**src/hw/rtl/dsa_pkg.sv**
```systemverilog
`timescale 1ns / 1ps
// Shared constants for the detection statistics accumulator.
// Used by the top level and by its port checker; depends on nothing.
package dsa_pkg;

    typedef logic [1:0] cfg_index_t;

    localparam cfg_index_t CFG_TARGET_NOTE    = 2'd0;
    localparam cfg_index_t CFG_TARGET_WINDOWS = 2'd1;

    localparam logic [6:0] TARGET_NOTE_RESET    = 7'd0;
    localparam logic [7:0] TARGET_WINDOWS_RESET = 8'd10;

    // Restoring divider and square root step counts, and the number of divisions per row.
    localparam int DIV_STEPS  = 40;
    localparam int SQRT_STEPS = 20;
    localparam int NUM_DIVS   = 5;

    localparam logic [16:0] HIT_RATE_FULL = 17'd65536;

endpackage

```
**src/hw/rtl/detection_statistics_accumulator_top.sv**
```systemverilog
`timescale 1ns / 1ps
// Detection statistics accumulator: collects detections and emits summary rows.
// Depends on dsa_pkg. Holds a shared serial divider and a serial square root.
//
//  channel | ports                                   | direction
//  --------+-----------------------------------------+----------
//  input   | s_valid s_ready s_mode s_note_hz ...    | in
//  result  | m_valid m_ready m_window_count ...      | out
//  config  | cfg_valid cfg_ready cfg_index cfg_data  | in
//
// A detection that does not close a row passes the square and accumulate states. A row
// then takes five 40-step divisions on one shared divider, a square, a
// subtract and a 20-step square root; an empty forced flush goes straight to emit.
// Input is ready only while the sequencer is idle; a waiting row holds the
// sequencer until the result register is free. Reset is synchronous, active low.
module detection_statistics_accumulator_top #(
    parameter int MAX_WINDOWS  = 255,
    parameter int SAMPLE_WIDTH = 16
) (
    input  logic                aclk,
    input  logic                aresetn,

    input  logic                s_valid,
    output logic                s_ready,
    input  logic                s_mode,
    input  logic [15:0]         s_note_hz,
    input  logic [15:0]         s_confidence,
    input  logic [15:0]         s_magnitude,
    input  logic [6:0]          s_note_index,

    output logic                m_valid,
    input  logic                m_ready,
    output logic [7:0]          m_window_count,
    output logic [15:0]         m_mean_hz,
    output logic [15:0]         m_deviation_hz,
    output logic [15:0]         m_low_hz,
    output logic [15:0]         m_high_hz,
    output logic [15:0]         m_spread_hz,
    output logic [15:0]         m_mean_confidence,
    output logic [16:0]         m_hit_rate,
    output logic [15:0]         m_mean_magnitude,
    output logic [15:0]         m_peak_magnitude,
    output logic                m_was_forced,
    output logic                m_is_empty,

    input  logic                cfg_valid,
    output logic                cfg_ready,
    input  dsa_pkg::cfg_index_t cfg_index,
    input  logic [7:0]          cfg_data
);
    import dsa_pkg::*;

    localparam logic [15:0] SMASK = (SAMPLE_WIDTH >= 16) ? 16'hFFFF
                                    : 16'((32'd1 << SAMPLE_WIDTH) - 32'd1);

    typedef enum logic [3:0] {
        ST_IDLE, ST_SQUARE, ST_ACCUM, ST_DLOAD, ST_DIV,
        ST_MSQ, ST_VAR, ST_SQRT, ST_EMIT
    } state_t;

    state_t      state_reg;
    logic [6:0]  target_note_reg;
    logic [7:0]  target_windows_reg;

    logic [7:0]  count_reg;
    logic [23:0] sum_hz_reg;
    logic [39:0] sum_sq_reg;
    logic [15:0] min_hz_reg;
    logic [15:0] max_hz_reg;
    logic [23:0] sum_conf_reg;
    logic [23:0] sum_mag_reg;
    logic [15:0] max_mag_reg;
    logic [7:0]  hits_reg;

    logic [15:0] hz_reg, conf_reg, mag_reg;
    logic [6:0]  idx_reg;
    logic [31:0] sq_reg;
    logic        forced_reg;

    logic [39:0] dvd_reg;
    logic [7:0]  rem_reg;
    logic [5:0]  step_reg;
    logic [2:0]  sel_reg;

    logic [15:0] mean_reg, mconf_reg, mmag_reg;
    logic [16:0] hrate_reg;
    logic [39:0] msq_reg;
    logic [31:0] mm_reg;
    logic [39:0] var_reg;
    logic [22:0] srem_reg;
    logic [19:0] root_reg;

    logic        m_valid_reg;
    logic [7:0]  o_count_reg;
    logic [15:0] o_mean_reg, o_dev_reg, o_low_reg, o_high_reg, o_spread_reg;
    logic [15:0] o_mconf_reg, o_mmag_reg, o_peak_reg;
    logic [16:0] o_hrate_reg;
    logic        o_forced_reg, o_empty_reg;

    logic [7:0]  count_next;
    logic        row_due;
    logic [39:0] dividend;
    logic [8:0]  rem_shift;
    logic        div_ge;
    logic [7:0]  rem_next;
    logic [39:0] dvd_next;
    logic [22:0] srem_shift;
    logic [22:0] trial;
    logic        sqrt_ge;
    logic        out_free;
    logic        empty_row;

    assign count_next = count_reg + 8'd1;
    assign row_due    = (count_next >= target_windows_reg)
                     || (32'(count_next) >= MAX_WINDOWS);
    assign out_free   = !m_valid_reg || m_ready;
    assign empty_row  = (count_reg == 8'd0);

    always_comb begin
        case (sel_reg)
            3'd0:    dividend = {16'd0, sum_hz_reg};
            3'd1:    dividend = sum_sq_reg;
            3'd2:    dividend = {16'd0, sum_conf_reg};
            3'd3:    dividend = {16'd0, sum_mag_reg};
            default: dividend = {16'd0, hits_reg, 16'd0};
        endcase
    end

    // One restoring division step: the remainder stays below the 8-bit count.
    assign rem_shift = {rem_reg, dvd_reg[39]};
    assign div_ge    = rem_shift >= {1'b0, count_reg};
    assign rem_next  = div_ge ? 8'(rem_shift - {1'b0, count_reg}) : rem_shift[7:0];
    assign dvd_next  = {dvd_reg[38:0], div_ge};

    // One digit-by-digit square root step over the next two bits of the variance.
    assign srem_shift = {srem_reg[20:0], var_reg[39:38]};
    assign trial      = {1'b0, root_reg, 2'b01};
    assign sqrt_ge    = srem_shift >= trial;

    always_ff @(posedge aclk) begin
        if (!aresetn) begin
            state_reg          <= ST_IDLE;
            target_note_reg    <= TARGET_NOTE_RESET;
            target_windows_reg <= TARGET_WINDOWS_RESET;
            count_reg          <= 8'd0;
            sum_hz_reg         <= 24'd0;
            sum_sq_reg         <= 40'd0;
            min_hz_reg         <= 16'hFFFF;
            max_hz_reg         <= 16'd0;
            sum_conf_reg       <= 24'd0;
            sum_mag_reg        <= 24'd0;
            max_mag_reg        <= 16'd0;
            hits_reg           <= 8'd0;
            m_valid_reg        <= 1'b0;
            step_reg           <= 6'd0;
            sel_reg            <= 3'd0;
            forced_reg         <= 1'b0;
        end else begin
            if (cfg_valid) begin
                case (cfg_index)
                    CFG_TARGET_NOTE:    target_note_reg    <= cfg_data[6:0];
                    CFG_TARGET_WINDOWS: target_windows_reg <= cfg_data;
                    default: ;
                endcase
            end
            // The emit state loads the next row itself when the register frees up.
            if (m_valid_reg && m_ready && state_reg != ST_EMIT) begin
                m_valid_reg <= 1'b0;
            end

            case (state_reg)
                ST_IDLE: begin
                    if (s_valid) begin
                        hz_reg     <= s_note_hz & SMASK;
                        conf_reg   <= s_confidence & SMASK;
                        mag_reg    <= s_magnitude & SMASK;
                        idx_reg    <= s_note_index;
                        forced_reg <= s_mode;
                        sel_reg    <= 3'd0;
                        if (s_mode) begin
                            state_reg <= (count_reg == 8'd0) ? ST_EMIT : ST_DLOAD;
                        end else begin
                            state_reg <= ST_SQUARE;
                        end
                    end
                end
                ST_SQUARE: begin
                    sq_reg    <= hz_reg * hz_reg;
                    state_reg <= ST_ACCUM;
                end
                ST_ACCUM: begin
                    count_reg    <= count_next;
                    sum_hz_reg   <= sum_hz_reg + {8'd0, hz_reg};
                    sum_sq_reg   <= sum_sq_reg + {8'd0, sq_reg};
                    if (count_next == 8'd1 || hz_reg < min_hz_reg) begin
                        min_hz_reg <= hz_reg;
                    end
                    if (hz_reg > max_hz_reg) begin
                        max_hz_reg <= hz_reg;
                    end
                    sum_conf_reg <= sum_conf_reg + {8'd0, conf_reg};
                    sum_mag_reg  <= sum_mag_reg + {8'd0, mag_reg};
                    if (mag_reg > max_mag_reg) begin
                        max_mag_reg <= mag_reg;
                    end
                    if (idx_reg == target_note_reg) begin
                        hits_reg <= hits_reg + 8'd1;
                    end
                    state_reg <= row_due ? ST_DLOAD : ST_IDLE;
                end
                ST_DLOAD: begin
                    dvd_reg   <= dividend;
                    rem_reg   <= 8'd0;
                    step_reg  <= 6'd0;
                    state_reg <= ST_DIV;
                end
                ST_DIV: begin
                    dvd_reg  <= dvd_next;
                    rem_reg  <= rem_next;
                    step_reg <= step_reg + 6'd1;
                    if (step_reg == 6'(DIV_STEPS - 1)) begin
                        case (sel_reg)
                            3'd0:    mean_reg  <= dvd_next[15:0];
                            3'd1:    msq_reg   <= dvd_next;
                            3'd2:    mconf_reg <= dvd_next[15:0];
                            3'd3:    mmag_reg  <= dvd_next[15:0];
                            default: hrate_reg <= dvd_next[16:0];
                        endcase
                        sel_reg <= sel_reg + 3'd1;
                        state_reg <= (sel_reg == 3'(NUM_DIVS - 1)) ? ST_MSQ : ST_DLOAD;
                    end
                end
                ST_MSQ: begin
                    mm_reg    <= mean_reg * mean_reg;
                    state_reg <= ST_VAR;
                end
                ST_VAR: begin
                    var_reg   <= (msq_reg > {8'd0, mm_reg}) ? msq_reg - {8'd0, mm_reg} : 40'd0;
                    srem_reg  <= 23'd0;
                    root_reg  <= 20'd0;
                    step_reg  <= 6'd0;
                    state_reg <= ST_SQRT;
                end
                ST_SQRT: begin
                    var_reg  <= {var_reg[37:0], 2'b00};
                    step_reg <= step_reg + 6'd1;
                    if (sqrt_ge) begin
                        srem_reg <= srem_shift - trial;
                        root_reg <= {root_reg[18:0], 1'b1};
                    end else begin
                        srem_reg <= srem_shift;
                        root_reg <= {root_reg[18:0], 1'b0};
                    end
                    if (step_reg == 6'(SQRT_STEPS - 1)) begin
                        state_reg <= ST_EMIT;
                    end
                end
                ST_EMIT: begin
                    if (out_free) begin
                        m_valid_reg  <= 1'b1;
                        o_count_reg  <= count_reg;
                        o_mean_reg   <= empty_row ? 16'd0 : mean_reg;
                        o_dev_reg    <= empty_row ? 16'd0 : root_reg[15:0];
                        o_low_reg    <= empty_row ? 16'd0 : min_hz_reg;
                        o_high_reg   <= empty_row ? 16'd0 : max_hz_reg;
                        o_spread_reg <= (empty_row || max_hz_reg < min_hz_reg) ? 16'd0
                                        : max_hz_reg - min_hz_reg;
                        o_mconf_reg  <= empty_row ? 16'd0 : mconf_reg;
                        o_hrate_reg  <= empty_row ? 17'd0 : hrate_reg;
                        o_mmag_reg   <= empty_row ? 16'd0 : mmag_reg;
                        o_peak_reg   <= empty_row ? 16'd0 : max_mag_reg;
                        o_forced_reg <= forced_reg;
                        o_empty_reg  <= empty_row;
                        count_reg    <= 8'd0;
                        sum_hz_reg   <= 24'd0;
                        sum_sq_reg   <= 40'd0;
                        min_hz_reg   <= 16'hFFFF;
                        max_hz_reg   <= 16'd0;
                        sum_conf_reg <= 24'd0;
                        sum_mag_reg  <= 24'd0;
                        max_mag_reg  <= 16'd0;
                        hits_reg     <= 8'd0;
                        state_reg    <= ST_IDLE;
                    end
                end
                default: state_reg <= ST_IDLE;
            endcase
        end
    end

    assign s_ready           = (state_reg == ST_IDLE);
    assign cfg_ready         = 1'b1;
    assign m_valid           = m_valid_reg;
    assign m_window_count    = o_count_reg;
    assign m_mean_hz         = o_mean_reg;
    assign m_deviation_hz    = o_dev_reg;
    assign m_low_hz          = o_low_reg;
    assign m_high_hz         = o_high_reg;
    assign m_spread_hz       = o_spread_reg;
    assign m_mean_confidence = o_mconf_reg;
    assign m_hit_rate        = o_hrate_reg;
    assign m_mean_magnitude  = o_mmag_reg;
    assign m_peak_magnitude  = o_peak_reg;
    assign m_was_forced      = o_forced_reg;
    assign m_is_empty        = o_empty_reg;

endmodule

```
**config.mk**
```make
export PLATFORM = sky130hd
export DESIGN_NAME = detection_statistics_accumulator_top
export DESIGN_NICKNAME = d
export VERILOG_FILES = /design/src/hw/rtl/dsa_pkg.sv /design/src/hw/rtl/detection_statistics_accumulator_top.sv
export SDC_FILE = /design/constraint.sdc
export NUM_CORES = 2
export LEC_CHECK = 0
export BUFFER_PORTS_ARGS = -buffer_cell sky130_fd_sc_hd__buf_2
export CAP_MARGIN = 30
export CORE_UTILIZATION = 30
export DETAILED_ROUTE_END_ITERATION = 8
export GPL_ROUTABILITY_DRIVEN = 0
export HOLD_SLACK_MARGIN = 0.12
export PLACE_DENSITY = 0.47
export REMOVE_ABC_BUFFERS = 1
export SLEW_MARGIN = 20
export SYNTH_ARGS = -nofsm -noshare
export SYNTH_HDL_FRONTEND = slang
export SYNTH_SLANG_ARGS = --single-unit
```
**constraint.sdc**
```tcl
create_clock -name aclk -period 6.4 [get_ports aclk]
set_input_delay 1.28 -clock aclk [delete_from_list [all_inputs] [get_ports aclk]]
set_output_delay 1.28 -clock aclk [all_outputs]
set_load 0.02 [all_outputs]
```
==> summary.txt <==
Layout
  – Area Growth Syn to Fin: 17.5%
  – Fin nets: 6096
  – Share of layout cells above drive strength 1: 14.4%
  – Post-route cell area: 0.0583 sq mm
  – Post-route core utilization: 35.7%

Timing
  – Setup violators final: 0
  – Final Cycle Share: 98.3%
  – Final Hold Viols: 0
  – F_max: 159 MHz
  – Fin. max-slew vios: 0
  – Worst hold slack: 439 ps
  – Fin Clk Skew: 34.1 ps
  – Setup Total Neg Slack: 0 ps
  – Worst-Margin Slew: 962 ps
  – Min Tclk post-route: 6290 ps
  – Max_slew headroom: 35.8%
  – RSZ-0062 raised after global routing: true

Global routing
  – Largest net degree at the start of global routing: 72
  – Congestion Overflow GR: 0
  – Vias in the first global route: 36200
  – Overall Global Routing Usage: 16.3%
  – Global-route wire length before repair: 213 mm
  – Initial antenna violation count: 2

Setup path
  – Crit path launch: hz_reg[9]$_DFFE_PP_
  – Critical-path maximum fanout: 5
  – Worst EP arrival: 6720 ps
  – Critical Path RT: 6820 ps
  – Reg-to-reg slack, setup: 110 ps
  – Crit start category: flip-flop
  – R2R Path Start: hz_reg[9]$_DFFE_PP_
  – Crit Path Category: flip-flop to flip-flop
  – Crit. End Element: flip-flop

Die
  – Die Area: 0.167 sq mm
  – Core area: 0.164 sq mm
  – Row Count: 148
  – Die height: 409 microns
  – I/O pin count: 229
  – DIE WIDTH: 409 microns
  – Starting Density: 30.4%

Yosys
  – Synth area leader: edfxtp_1
  – Synth unique cells: 93
  – Synth area leaders: edfxtp_1, fa_1, ha_1
  – Synth Warn #: 0
  – Register area share after synthesis: 38.9%
  – Cell count after synthesis: 4894
  – Post-synth top area share: 30.6%
  – Synth Cell Area: 0.0497 sq mm
  – Post-synth top cells: inv_1, edfxtp_1, ha_1
  – EDFF count, synth: 506
  – Async SR Flop Fraction: 0%
  – Synthesized area per cell: 10.1 sq um
  – Most common cell in the netlist: inv_1
  – #FFs+latches synth: 712
  – Main flop type after synthesis: edfxtp_1

Detailed routing
  – Drt pass-1 iters: 6
  – Drt total wl: 137 mm
  – Avg WL per Cell: 18.2 microns
  – DR iter-0 viols: 2022
  – Remaining antenna violation count: 0
  – Drc violations: 0
  – Via count: 35500
  – Via density: 4.72

Job
  – Maxcap violations: 0

Power
  – Switching share of power: 34.8%
  – Seq pwr share: 30.8%
  – P_int: 0.0116 W
  – Pwr Total: 0.0178 W
  – Logic pwr share: 40.2%
  – PD cells: 305 mW/mm^2
  – Switch Pwr: 0.00619 W
  – Clock power share: 29.0%
  – Leakage: 25.3 nW
  – Max VDD drop: 518 uV

Clock network
  – CTS tree: yes
  – Post-CTS Hold Buffers: 0
  – H-tree depth: 3
  – CTS Buf Count: 87
  – Clock transition at path regs: 60 ps
  – Worst skew pair latency: 690 ps
  – CTS sink count: 712
  – Clock root cell: clkbuf_16
  – Bufs on Longest Clock Path: 3

Status
  – Status: finished clean

Min path
  – Min-delay src: dvd_reg[37]$_DFFE_PP_
  – Hold Path Class: flip-flop to flip-flop

Placed design
  – HPWL Detailed: 105 mm
  – Placed standard-cell area: 0.0545 sq mm
  – # port buffers: 227
==> critical path: stages (launching register included) <==
cell and delay (ps):
edfxtp_1 420, buf_6 160, buf_4 130, and2_1 160, fa_1 540, inv_1 60
fa_1 520, inv_1 50, fa_1 420, fa_1 500, fa_1 540, inv_1 50
fa_1 360, inv_1 70, ha_2 290, a21o_1 180, a21oi_1 140, inv_1 70
a2111o_1 450, a31oi_4 220, a21boi_4 100, a31oi_4 200, o2111ai_1 140, a21oi_1 190
xnor2_1 100
==> worst paths after layout <==
path	depth (start not counted)	to
max	24	sq_reg[29]$_DFFE_PP_
min	0	msq_reg[38]$_DFFE_PP_
max reg2reg	24	sq_reg[29]$_DFFE_PP_
min reg2reg	0	msq_reg[38]$_DFFE_PP_
==> power groups by stage <==
stage               clock network, W  logic (W)  registers (W)
global placement                   0    0.00663        0.00557
CTS                          0.00532    0.00682        0.00547
detailed placement                 0    0.00667        0.00557
finish                       0.00516    0.00714        0.00547
floorplan                          0    0.00460        0.00558
global route                 0.00548    0.00804        0.00549
==> per-stage QoR <==
stage | worst slack, ps | std cells
2_1_floorplan | -1350 | 4713
3_3_place_gp | -59.2 | 7314
3_5_place_dp | -209 | 7317
4_1_cts | -3.10 | 7493
5_1_grt | -123 | 7514
6_report | 109 | 7515
==> cell families (layout without fill, tap and decap cells) <==
logic type | Yosys count | in the layout | synth area share (%)
AO/OA/AOI/OAI | 862 | 862 | 11.5
flip-flops | 712 | 712 | 38.9
multiplexers | 47 | 47 | 0.955
XOR/XNOR | 224 | 224 | 3.95
buffers and inverters | 869 | 1313 | 6.66
other | 1 | 3 | 0.00755
AND/OR/NAND/NOR | 1421 | 1421 | 13.9
adder cells (fa/ha/maj) | 758 | 758 | 24.1
==> cell usage in the layout (no fill, tap or decap), types with 127 or more instances in the layout <==
master / count
edfxtp_1: 506
a21oi_1: 196
fa_1: 326
buf_2: 226
nor2_1: 324
inv_1: 662
and2_1: 140
ha_1: 414
buf_4: 215
nand2_1: 393
xnor2_1: 127
dfxtp_1: 206
==> layer usage <==
metal	track usage [%]	wire (microns)
met5	0	0
met3	2.23	5100
met4	4.58	3270
met2	27.5	65700
met1	21.7	62600
==> area by class of cell <==
cell class              instances  area, sq um
diodes                          2         5.00
clock buffers                 105         2350
clock inverters                55          668
fillers                     16500       105000
inverters                     688         2590
multi-input cells            3313        27600
flip-flops and latches        712        19300
well taps                    2175         2720
repair buffers                465         3110
==> timing repair <==
action,CTS,global route
gates cloned,0,1
setup buffers,17,20
setup endpoints to repair,10,15
pin swaps,38,68
gates resized for setup,38,89
(Power assumes the default switching activity.)
